<file path="src/design/rlpd_pkg.sv">
// Package for the length-prefixed record deframer.
// Holds the parse phase type, result kind and error codes, and field sizes.
// No dependencies.
package rlpd_pkg;

  // Byte counts of the fixed-size header fields.
  localparam logic [31:0] StampBytes = 32'd8;
  localparam logic [31:0] LenBytes   = 32'd4;

  // Parse phase of the current record.
  typedef enum logic [2:0] {
    PH_STAMP  = 3'd0,
    PH_SLEN   = 3'd1,
    PH_SENDER = 3'd2,
    PH_BLEN   = 3'd3,
    PH_BODY   = 3'd4,
    PH_DONE   = 3'd5
  } phase_t;

  // Kind of a result item.
  typedef enum logic [2:0] {
    K_STAMP = 3'd0,
    K_SLEN  = 3'd1,
    K_SBYTE = 3'd2,
    K_BLEN  = 3'd3,
    K_BBYTE = 3'd4,
    K_ERROR = 3'd5
  } kind_t;

  // Error reported with a result item.
  typedef enum logic [1:0] {
    E_NONE   = 2'd0,
    E_HEADER = 2'd1,
    E_SENDER = 2'd2,
    E_BODY   = 2'd3
  } err_t;

endpackage

</file>
<file path="src/design/record_length_prefixed_deframer.sv">
// Top level of the length-prefixed record deframer.
// Parses a byte stream into timestamp, lengths and payload bytes.
// Depends on rlpd_pkg.
//
// Usage:
//   The input channel (in_*) carries one buffer byte per transaction in
//   in_tdata; in_tlast marks the last byte of a buffer. Each buffer holds one
//   record: a big-endian 64-bit timestamp, a 32-bit sender length, the sender
//   bytes, a 32-bit body length and the body bytes.
//   The output channel (out_*) carries at most one result per input byte:
//   the completed timestamp, each length, or a payload byte, tagged by kind
//   in out_tuser together with an error code. out_tlast marks the result that
//   completes the record. Bytes after the body give no result.
//   The result is registered and appears in the cycle after the input
//   transaction. A new byte is accepted every cycle while in_tready is high;
//   the one-byte header state update and shift is the only work, and a single
//   output register holds the result. When the receiver stalls, the output
//   register holds its result and the input is still accepted if the register
//   is empty or being drained in the same cycle; otherwise in_tready falls.
//   Reset (rst_n low, synchronous) empties the output register and puts the
//   parser at the start of a timestamp. The parser also restarts after every
//   byte marked with in_tlast.
module record_length_prefixed_deframer (
  input  logic        clk,
  input  logic        rst_n,
  input  logic        in_tvalid,
  output logic        in_tready,
  input  logic [7:0]  in_tdata,   // [7:0] data_byte
  input  logic        in_tlast,   // buffer_end
  output logic        out_tvalid,
  input  logic        out_tready,
  output logic [63:0] out_tdata,  // [63:0] item_value
  output logic [4:0]  out_tuser,  // [2:0] item_kind, [4:3] error_code
  output logic        out_tlast   // record_end
);
  import rlpd_pkg::*;

  phase_t      phase_r, phase_nxt;
  logic [31:0] left_r, left_nxt;
  logic [63:0] acc_r, acc_nxt;

  logic        out_valid_r;
  kind_t       kind_r;
  err_t        err_r;
  logic [63:0] value_r;
  logic        end_r;

  logic        in_fire;
  logic        res_valid;
  kind_t       res_kind;
  err_t        res_err;
  logic [63:0] res_value;
  logic        res_end;

  logic [63:0] acc_shift;
  logic [31:0] left_dec;
  logic [31:0] len;

  // Accept while the output register is empty or being drained.
  assign in_tready = !out_valid_r || out_tready;
  assign in_fire   = in_tvalid && in_tready;

  assign acc_shift = {acc_r[55:0], in_tdata};
  assign left_dec  = (left_r != 32'd0) ? left_r - 32'd1 : 32'd0;
  assign len       = acc_shift[31:0];

  // Next parser state and the result for the incoming byte.
  always_comb begin
    phase_nxt = phase_r;
    left_nxt  = left_r;
    acc_nxt   = acc_r;
    res_valid = 1'b0;
    res_kind  = K_ERROR;
    res_err   = E_NONE;
    res_value = 64'd0;
    res_end   = 1'b0;
    unique case (phase_r)
      PH_STAMP, PH_SLEN, PH_BLEN: begin
        acc_nxt  = acc_shift;
        left_nxt = left_dec;
        if (left_dec != 32'd0) begin
          // Field still incomplete: only a buffer end gives a result.
          if (in_tlast) begin
            res_valid = 1'b1;
            res_kind  = K_ERROR;
            res_err   = E_HEADER;
          end
        end else begin
          res_valid = 1'b1;
          acc_nxt   = 64'd0;
          if (phase_r == PH_STAMP) begin
            res_kind  = K_STAMP;
            res_value = acc_shift;
            res_err   = in_tlast ? E_HEADER : E_NONE;
            phase_nxt = PH_SLEN;
            left_nxt  = LenBytes;
          end else if (phase_r == PH_SLEN) begin
            res_kind  = K_SLEN;
            res_value = {32'd0, len};
            if (len != 32'd0) begin
              res_err   = in_tlast ? E_SENDER : E_NONE;
              phase_nxt = PH_SENDER;
              left_nxt  = len;
            end else begin
              // Empty sender: go straight to the body length.
              res_err   = in_tlast ? E_HEADER : E_NONE;
              phase_nxt = PH_BLEN;
              left_nxt  = LenBytes;
            end
          end else begin
            res_kind  = K_BLEN;
            res_value = {32'd0, len};
            if (len != 32'd0) begin
              res_err   = in_tlast ? E_BODY : E_NONE;
              phase_nxt = PH_BODY;
              left_nxt  = len;
            end else begin
              // Empty body: the length itself completes the record.
              res_end   = 1'b1;
              phase_nxt = PH_DONE;
              left_nxt  = 32'd0;
            end
          end
        end
      end
      PH_SENDER: begin
        res_valid = 1'b1;
        res_kind  = K_SBYTE;
        res_value = {56'd0, in_tdata};
        left_nxt  = left_dec;
        if (left_dec != 32'd0) begin
          res_err = in_tlast ? E_SENDER : E_NONE;
        end else begin
          res_err   = in_tlast ? E_HEADER : E_NONE;
          phase_nxt = PH_BLEN;
          left_nxt  = LenBytes;
          acc_nxt   = 64'd0;
        end
      end
      PH_BODY: begin
        res_valid = 1'b1;
        res_kind  = K_BBYTE;
        res_value = {56'd0, in_tdata};
        left_nxt  = left_dec;
        if (left_dec != 32'd0) begin
          res_err = in_tlast ? E_BODY : E_NONE;
        end else begin
          res_end   = 1'b1;
          phase_nxt = PH_DONE;
        end
      end
      default: begin
        // Trailing bytes after the record are dropped.
      end
    endcase
    // The end of a buffer restarts the parser.
    if (in_tlast) begin
      phase_nxt = PH_STAMP;
      left_nxt  = StampBytes;
      acc_nxt   = 64'd0;
    end
  end

  // Parser state registers.
  always_ff @(posedge clk) begin
    if (!rst_n) begin
      phase_r <= PH_STAMP;
      left_r  <= StampBytes;
      acc_r   <= 64'd0;
    end else if (in_fire) begin
      phase_r <= phase_nxt;
      left_r  <= left_nxt;
      acc_r   <= acc_nxt;
    end
  end

  // Output valid flag.
  always_ff @(posedge clk) begin
    if (!rst_n) begin
      out_valid_r <= 1'b0;
    end else if (in_tready) begin
      out_valid_r <= in_fire && res_valid;
    end
  end

  // Output payload register.
  always_ff @(posedge clk) begin
    if (in_fire && res_valid) begin
      kind_r  <= res_kind;
      err_r   <= res_err;
      value_r <= res_value;
      end_r   <= res_end;
    end
  end

  assign out_tvalid = out_valid_r;
  assign out_tdata  = value_r;
  assign out_tuser  = {err_r, kind_r};
  assign out_tlast  = end_r;

  // A completed record is marked only on a length or body byte, error free.
  a_end_kind: assert property (@(posedge clk) disable iff (!rst_n)
    (out_tvalid && out_tlast) |->
      ((kind_r == K_BLEN || kind_r == K_BBYTE) && err_r == E_NONE))
    else $error("record end on wrong kind or with error");

  // An error-only result carries a header underrun and no value.
  a_err_only: assert property (@(posedge clk) disable iff (!rst_n)
    (out_tvalid && kind_r == K_ERROR) |-> (err_r == E_HEADER && value_r == 64'd0))
    else $error("malformed error-only result");

  // After a buffer end the parser waits for a fresh timestamp.
  a_restart: assert property (@(posedge clk) disable iff (!rst_n)
    (in_tvalid && in_tready && in_tlast) |=>
      (phase_r == PH_STAMP && left_r == StampBytes && acc_r == 64'd0))
    else $error("parser did not restart after buffer end");

  // Payload phases always have bytes outstanding.
  a_payload_left: assert property (@(posedge clk) disable iff (!rst_n)
    (phase_r == PH_SENDER || phase_r == PH_BODY) |-> (left_r != 32'd0))
    else $error("payload phase with no bytes left");

endmodule

</file>
<file path="config.mk">
export PLATFORM = sky130hd
export DESIGN_NAME = record_length_prefixed_deframer
export DESIGN_NICKNAME = d
export VERILOG_FILES = /design/src/design/rlpd_pkg.sv /design/src/design/record_length_prefixed_deframer.sv
export SDC_FILE = /design/constraint.sdc
export NUM_CORES = 1
export LEC_CHECK = 0
export BUFFER_PORTS_ARGS = -buffer_cell sky130_fd_sc_hd__buf_2
export CAP_MARGIN = 20
export CORE_MARGIN = 3
export CORE_UTILIZATION = 50
export DETAILED_ROUTE_END_ITERATION = 7
export GPL_TIMING_DRIVEN = 0
export PLACE_DENSITY = 0.7
export SKIP_CTS_REPAIR_TIMING = 1
export SYNTH_ARGS = -nofsm -noshare
export SYNTH_HDL_FRONTEND = slang
export SYNTH_SLANG_ARGS = --single-unit
</file>
<file path="constraint.sdc">
create_clock -name clk -period 17.5 [get_ports clk]
set_input_delay 3.5 -clock clk [delete_from_list [all_inputs] [get_ports clk]]
set_output_delay 3.5 -clock clk [all_outputs]
set_load 0.005 [all_outputs]
</file>
* Yosys cells after proc, flatten, opt, wreduce, memory -nomap -nowiden
Cells that the tools add are included.
** Storage, ports and cells
- Register bits after elaboration :: 162
- Input port bits :: 13
- Output and inout port bits :: 72
- Logic and storage cells :: 80
** Cells by class
- Add/sub/neg operators :: 1
- Eq/ne operators :: 7
- Multiplexer cells :: 49
- Reductions and logical operators :: 15
** Operators with widths (number)
- two-way mux 32 bit :: 8
- two-way mux 56 bit :: 3
- two-way mux 64 bit :: 2
- case mux 64 bit (2 select lines) :: 1
- case mux 56 bit (2 select lines) :: 1
- case mux 32 bit (3 select lines) :: 1
- nonzero test 32 bit :: 3
- subtractor 32 x 1 -> 32 bit (second input constant) :: 1
- two-way mux 2 bit :: 11
- two-way mux 3 bit :: 7
- case mux 3 bit (3 select lines) :: 2
- two-way mux 1 bit :: 10
- inequality test 3 bit (second input constant) :: 3
- == test 3 x 2 -> 1 bit (second input constant) :: 2
- case mux 2 bit (3 select lines) :: 1
- AND reduction 5 bit :: 1
- case mux 1 bit (2 select lines) :: 2
- nonzero test 4 bit :: 1
- == test 3 x 1 -> 1 bit (second input constant) :: 1
- == test 3 bit (second input constant) :: 1
- zero test 3 bit :: 1
- AND reduction 3 bit :: 1
- nonzero test 3 bit :: 1
- OR reduction 3 bit :: 1
- other kinds (5) :: 6

* Logic depth before layout (Yosys ltp)
Gate-level depths: netlist of run 1.
- Depth after elaboration :: 7
- Gate-level depth with buffers :: 14
- Gate-level depth less buffers :: 11

* Least setup slack after synthesis of run 1
OpenSTA, ideal clock, no wires.
- Path kind :: input to register
- Start :: in out_tready
- End :: reg err_r[0] (enable)
- Library setup time :: 499 ps
- Arrival time :: 6999 ps
- Required time :: 17001 ps
- Setup slack :: 10003 ps
- Cell stages on the path :: 5
- Buffers on the path :: 1
- Path through :: nand2b_1 -> and2_1 -> clkbuf_1 -> nand2_1 -> nor2_1
** On the way
- Cells in the longest elaborated chain, start to end :: 3
** RTL lines
- start, declared :: RTL line record_length_prefixed_deframer.sv:31 : input logic out_tready,
- logical OR 1 bit :: RTL line record_length_prefixed_deframer.sv:60 : assign in_tready = !out_valid_r || out_tready;
- logical AND 1 bit :: RTL line record_length_prefixed_deframer.sv:61 : assign in_fire = in_tvalid && in_tready;
- logical AND 1 bit :: RTL line record_length_prefixed_deframer.sv:188 : if (in_fire && res_valid) begin
- end signal, assigned :: RTL line record_length_prefixed_deframer.sv:190 : err_r <= res_err;
- end, declared :: RTL line record_length_prefixed_deframer.sv:44 : err_t err_r;
Every way passes these cells.
A chain may end at the register's enable or synchronous reset.

* Worst setup path after layout of run 1
- Start :: in out_tready
- End :: out in_tready
** On the way
- Cells in the longest elaborated chain, start to end :: 1
** RTL lines
- logical OR 1 bit :: RTL line record_length_prefixed_deframer.sv:60
- end, declared :: RTL line record_length_prefixed_deframer.sv:27 : output logic in_tready,
Every way passes these cells.

==> results of run 1 <==
[synth_stat cells (all sizes together) (3+ instances only)]
library cell / n / share of area (%)
or3: 9 / 0.77
nand4: 17 / 1.5
inv: 9 / 0.46
o32ai: 4 / 0.48
mux2i: 4 / 0.55
nand2b: 5 / 0.43
o21ai: 38 / 2.6
xor2: 3 / 0.36
clkbuf: 32 / 1.6
a31oi: 7 / 0.60
a21o: 29 / 3.0
dfxtp: 92 / 25
and2: 57 / 4.9
and3: 5 / 0.43
a21oi: 26 / 1.8
nor2: 44 / 2.3
a21boi: 3 / 0.31
edfxtp: 70 / 29
nand2: 37 / 1.9
nor3: 21 / 1.4
nand3: 9 / 0.62
or4: 13 / 1.4
o22ai: 5 / 0.43
nor2b: 11 / 0.94
o31ai: 5 / 0.51
a22oi: 4 / 0.41
nor4: 26 / 2.2
nand4b: 3 / 0.36
a22o: 59 / 7.1
buf: 22 / 2.1
nor4b: 3 / 0.36
[metrics by stage]
stage	cell area [sq um]	setup WS, ns
after floorplan	7290	10.00
after global placement	7930	9.07
after detailed placement	7960	10.12
after CTS	8580	10.12
after global routing	8580	10.09
final	8580	10.12
[power breakdown]
part | internal, uW | total [uW] | switching (uW) | leakage (uW)
combinational | 71.3 | 206 | 135 | 0.00185
sequential | 414 | 426 | 12.5 | 0.00142
clock | 206 | 380 | 174 | 0.000293
total | 691 | 1010 | 321 | 0.00356
[cell type report]
class                   count  area, sq um
inverters                   9         33.8
multi-input cells         480         3040
repair buffers             85          440
clock buffers              17          425
flip-flops and latches    162         3940
clock inverters            15          190
plain buffers              54          277
fillers                  1190         5520
well taps                 180          225
[cells in the final DEF (no fill, tap or decap), types with 6 or more instances in the layout]
cell,Yosys,routed
nor2b_1,11,11
o21ai_0,38,38
or3_1,9,9
a22o_1,59,59
buf_2,11,95
and2_1,57,57
nand2_1,37,37
or4_1,12,12
nor4_1,26,26
a21o_1,29,29
dfxtp_1,92,92
a21oi_1,26,26
clkbuf_16,0,17
edfxtp_1,70,70
buf_6,6,6
clkbuf_1,32,32
inv_1,9,9
nor3_1,21,21
a31oi_1,7,7
nand3_1,9,9
nor2_1,44,43
nand4_1,17,17
[state kept, by name (all words and copies together) (netlist names)]
signal	cells
phase_r	3
out_tvalid	1
err_r	2
kind_r	3
acc_r	56
out_tdata	64
left_r	32
out_tlast	1
[how the worst max path moves through the flow]
| stage | start | endpoint | slack [ns] | depth (start not counted) |
|---|---|---|---|---|
| global route | out_tready | in_tready | 10.09 | 3 |
| finish | out_tready | in_tready | 10.12 | 3 |
| detailed placement | out_tready | in_tready | 10.12 | 3 |
| floorplan | out_tready | err_r[0]$_DFFE_PP_ | 10.00 | 5 |
| CTS | out_tready | in_tready | 10.12 | 3 |
| global placement | out_tready | out_tdata[22]$_DFFE_PP_ | 9.07 | 6 |
[critical path: stages]
cell      delay, ns
buf_2          0.09
nand2b_1       0.15
buf_2          0.14
[layer usage]
layer / up-vias / GRT usage, %
li1: 2884 / -
met1: 2980 / 37.2
met2: 255 / 40.8
met3: 36 / 4.34
met4: 0 / 9.40
met5: - / 0
[cells by family (layout without fill, tap and decap cells)]
kind of cell	Yosys count	after routing	synth area share (%)
buffers and inverters	63	180	4.26
multiplexers	5	5	0.704
adder cells (fa/ha/maj)	2	2	0.343
XOR/XNOR	5	5	0.601
AO/OA/AOI/OAI	199	199	19.5
AND/OR/NAND/NOR	269	269	20.5
flip-flops	162	162	54.1
==> impl_results.md, run 1 <==
- Status: finished clean
- Core footprint: around 0.014 sq mm
- First-pass GRT wire length: about 33 mm
- Worst Hold Path Cells: 1
- P_leak: roughly 0.0036 uW
- Power per cell area: ~120 mW/mm^2
- Placer Congestion: 0.954
- Highest routed layer: met4
- Worst vdd ir: about 0.066 mV
- Hold WC Path Type: reg -> reg
- Syn_nets: 720
- Via-per-instance ratio: roughly 6.1
- Hold EP: acc_r[52]$_SDFFE_PN0P_
- Area grow syn2layout: 17.7%
- Worst skew pair latency: ~0.43 ns
- Post-route ant nets: 0
- Seq/Total Area, Yosys: 54.1%
- CTS buffer count: 17
- Worst-Margin Slew: 1.17 ns
- Final Hold Violating Endpoints: 0
- Die Y: between 100 and 150 um
- Met2 wire length: a little under 10 mm
- Worst EP arrival: 3.88 ns
- Routed vias: 6155
- Async S/R FF share, synth: 0%
- Setup tns final: 0 ns
- Final Util: between 60% and 70%
- HP Start: acc_r[52]$_SDFFE_PN0P_
- Final cell count without fillers: roughly 1k
- Share of layout cells above drive strength 1: between 10% and 20%
- Critical Path End Type: output port
- RSZ-0062 raised after global routing: no
- Post-route clock period utilization: 42.2%
- Die X: 127 um
- Reg2reg path depth: 12
- Count of cell types in the netlist: 60
- Total power: about 1000 uW
- Initial antenna violation count: 0
- Final HPWL from detailed placement: about 15 mm
- DRT Pass-1 Iters: 5
- Setup CP Type: in -> out
- Syn Area/Cell: roughly 10 sq um
- Vias in the first global route: approximately 5.8k
- Die area: 0.0161 sq mm
- Max Slew Vio Count: 0
- Routed metal-1 wirelength: roughly 9.4 mm
- All-Layer GR Usage: about a quarter
- # rows: 43
- Worst Path Required: 14.00 ns
- I/O Buffers: between 80 and 90
- Routed WL per cell: roughly 21 um
- CTS tree: built
- Synth Cell Area: roughly 0.0073 sq mm
- Initial Util: approximately 52%
- Final Net Count: between 800 and 900
- Setup Skew: roughly 0.0090 ns
- R2R Setup Slk: 12.05 ns
- N_diodes: 0
- Ys Warns: 0
- GRT overflow: 0
- Worst R2R End: out_tdata[31]$_DFFE_PP_
- FF+latch count, synth: 162
- Post-route minimum period: 7.38 ns
- Relative slew slack: 21.6%
- Num Clock Sinks: 162
- DRT Wirelength: around 21 mm
- Largest net degree at the start of global routing: 40
- Number of I/O pins: 85
- Critical Path Fanout Max: 3
- Met3 Wirelength: 1.42 mm
- Predominant post-synthesis flop cell: dfxtp_1
- Initial DRC count: 593
- CTS root buf: clkbuf_16
- Max-cap violations: 0
- Worst r2r src: left_r[0]$_SDFFE_PN0P_
- # H-tree levels: 4
- Hold_ws: roughly 0.48 ns
- Clock transition at path regs: about 0.070 ns
- Post-synth EDFFs: 70
- CTS max path bufs: 2
- Syn Inst Count: a little over 700
- Setup Viol. Count Final: 0
- Drt drc: 0
- Max frequency: ~140 MHz
- Dpl cells: 970
- Crit path launch type: input pin
(Power assumes the default switching activity.)
==> run 2, diff against run 1 <==
--- a/config.mk
+++ b/config.mk
@@ -11,7 +11,7 @@
 export CORE_UTILIZATION = 50
 export DETAILED_ROUTE_END_ITERATION = 7
 export GPL_TIMING_DRIVEN = 0
-export PLACE_DENSITY = 0.7
+export PLACE_DENSITY = 0.73
 export SKIP_CTS_REPAIR_TIMING = 1
 export SYNTH_ARGS = -nofsm -noshare
 export SYNTH_HDL_FRONTEND = slang
==> constraint.sdc (replaced) <==
create_clock -name clk -period 6.5 [get_ports clk]
set_input_delay 1.3 -clock clk [delete_from_list [all_inputs] [get_ports clk]]
set_output_delay 1.3 -clock clk [all_outputs]
set_load 0.005 [all_outputs]
==> run 2 against run 1 <==
Against the previous run: worst setup slack worse by 8.8 ns; cell count unchanged; clock skew fell by 0.00065 ns; largest cell class unchanged; critical path type is now reg -> reg; first-iteration DRC count down 8.8%; register-to-register slack worse by 11 ns; final area decreased by 0.34%.
==> impl_results.md, run 2 (synthesis gave the netlist of run 1 again) <==
- Status: finished clean
- Routed WL per cell: around 20 um
- Setup Viol. Count Final: 0
- CTS buffer count: 17
- Final HPWL from detailed placement: roughly 15 mm
- Final cell count without fillers: roughly 1k
- Largest net degree at the start of global routing: 39
- Routed vias: roughly 6k
- Met3 Wirelength: roughly 1.2 mm
- Highest routed layer: met4
- Worst setup startpoint: left_r[0]$_SDFFE_PN0P_
- Met2 wire length: 9.57 mm
- Worst vdd ir: ~0.16 mV
- Number of I/O pins: 85
- Post-route minimum period: between 5 and 6 ns
- Via-per-instance ratio: just over 6
- Critical Path Fanout Max: 38
- Logic pwr share: slightly above 20%
- Relative slew slack: between 30% and 40%
- All-Layer GR Usage: approximately 25%
- # rows: 43
- Switching Fraction: 32.0%
- Core footprint: roughly 0.014 sq mm
- Setup CP Type: reg -> reg
- N_diodes: 0
- Worst EP arrival: between 5 and 6 ns
- DRT Wirelength: 20.5 mm
- Die Y: 127 um
- Vias in the first global route: about 5.6k
- Initial DRC count: ~540
- Worst r2r src: left_r[0]$_SDFFE_PN0P_
- DRT Pass-1 Iters: 6
- # H-tree levels: 4
- HP Start: acc_r[50]$_SDFFE_PN0P_
- Die X: between 100 and 150 um
- Area grow syn2layout: 17.3%
- Placer Congestion: about 0.94
- Post-route ant nets: 0
- Power per cell area: approximately 310 mW/mm^2
- I/O Buffers: 83
- Final Net Count: about 820
- GRT overflow: 0
- Routed metal-1 wirelength: just over 9 mm
- Reg power frac: about 43%
- Most common cell after layout, fill and taps aside: buf_2
- Post-route clock period utilization: 79.4%
- Internal: around 1800 uW
- Crit path launch type: flop
- Max frequency: approximately 190 MHz
- Worst skew pair latency: roughly 0.43 ns
- Num Clock Sinks: between 150 and 200
- Die area: 0.0161 sq mm
- Commonest non-fill, non-tap cells in the layout: 95 x buf_2, 92 x dfxtp_1, 70 x edfxtp_1
- Clock transition at path regs: approximately 0.07 ns
- Max Slew Vio Count: 0
- Clock Power Share: between 30% and 40%
- P_leak: 0.00354 uW
- Setup Skew: 0.00831 ns
- Initial antenna violation count: 0
- First-pass GRT wire length: around 32 mm
- CTS root buf: clkbuf_16
- Critical Path End Type: flop
- CTS tree: built
- Worst-Margin Slew: around 1.0 ns
- Initial Util: roughly 52%
- Final Hold Violating Endpoints: 0
- Drt drc: 0
- Dpl cells: 970
- Final Util: 60.7%
- NetSw: 856 uW
- Number of flip-flops in the largest register: 64
- Max-cap violations: 0
- Share of layout cells above drive strength 1: 17.5%
- Hold WC Path Type: reg -> reg
- CTS max path bufs: 2
- Worst Path Required: 6.62 ns
- RSZ-0062 raised after global routing: no
## run 2: cell count changes in the layout (fill, tap and decap cells not counted)
cell | before | now
clkinv_4 | 1 | 0
inv_6 | 3 | 6
inv_8 | 4 | 2
bufinv_16 | 1 | 0
inv_4 | 0 | 1
## run 2: final timing paths
kind,cells after the start,endpoint,slack (ns)
setup / recovery,12,out_tdata[22]$_DFFE_PP_,1.34
hold / removal,1,acc_r[50]$_SDFFE_PN0P_,0.47
setup reg to reg,12,out_tdata[22]$_DFFE_PP_,1.34
hold reg to reg,1,acc_r[50]$_SDFFE_PN0P_,0.47
## run 2: cell type report
type | count | area (sq um)
multi-input combinational | 480 | 3040
tap | 180 | 225
buffer | 54 | 277
inverter | 9 | 33.8
clock buffer | 17 | 425
clock inverter | 15 | 161
timing repair buffer | 85 | 440
fill | 1162 | 5550
sequential | 162 | 3940
## run 2: power by group through the flow
stage,sequential (uW),combinational [uW],clock [uW]
4_1_cts,1150,538,983
3_5_place_dp,1170,535,0
3_3_place_gp,1170,525,0
6_report,1150,547,980
2_1_floorplan,1170,371,0
5_1_grt,1150,602,1030
## run 2: worst max-delay path: stages (launching register included)
cell	delay [ns]
dfxtp_1	0.40
inv_1	0.12
ha_1	0.25
nor3b_1	0.76
nand2_1	0.37
nor4_1	0.33
mux2i_1	0.41
nand3_1	0.11
or4_1	0.65
nand2_1	0.17
nor4_1	0.11
nor2_4	0.83
buf_12	0.31
## run 2: routing by layer
metal,global-route usage [%],vias up
li1,-,2873
met1,36.6,2972
met2,38.6,248
met3,4.29,44
met4,9.21,0
met5,0,-
## run 2: stage by stage
stage | TNS, ns | hold WS, ns | area, sq um | power, uW | setup WS, ns
finish | 0 | 0.469 | 8550 | 2680 | 1.34
detailed placement | 0 | 0.454 | 7960 | 1700 | 1.48
floorplan | 0 | 0.434 | 7290 | 1540 | 0.130
CTS | 0 | 0.470 | 8550 | 2670 | 1.43
global route | 0 | 0.479 | 8550 | 2780 | 1.10
global placement | -113.06 | 0.450 | 7930 | 1700 | -1.63
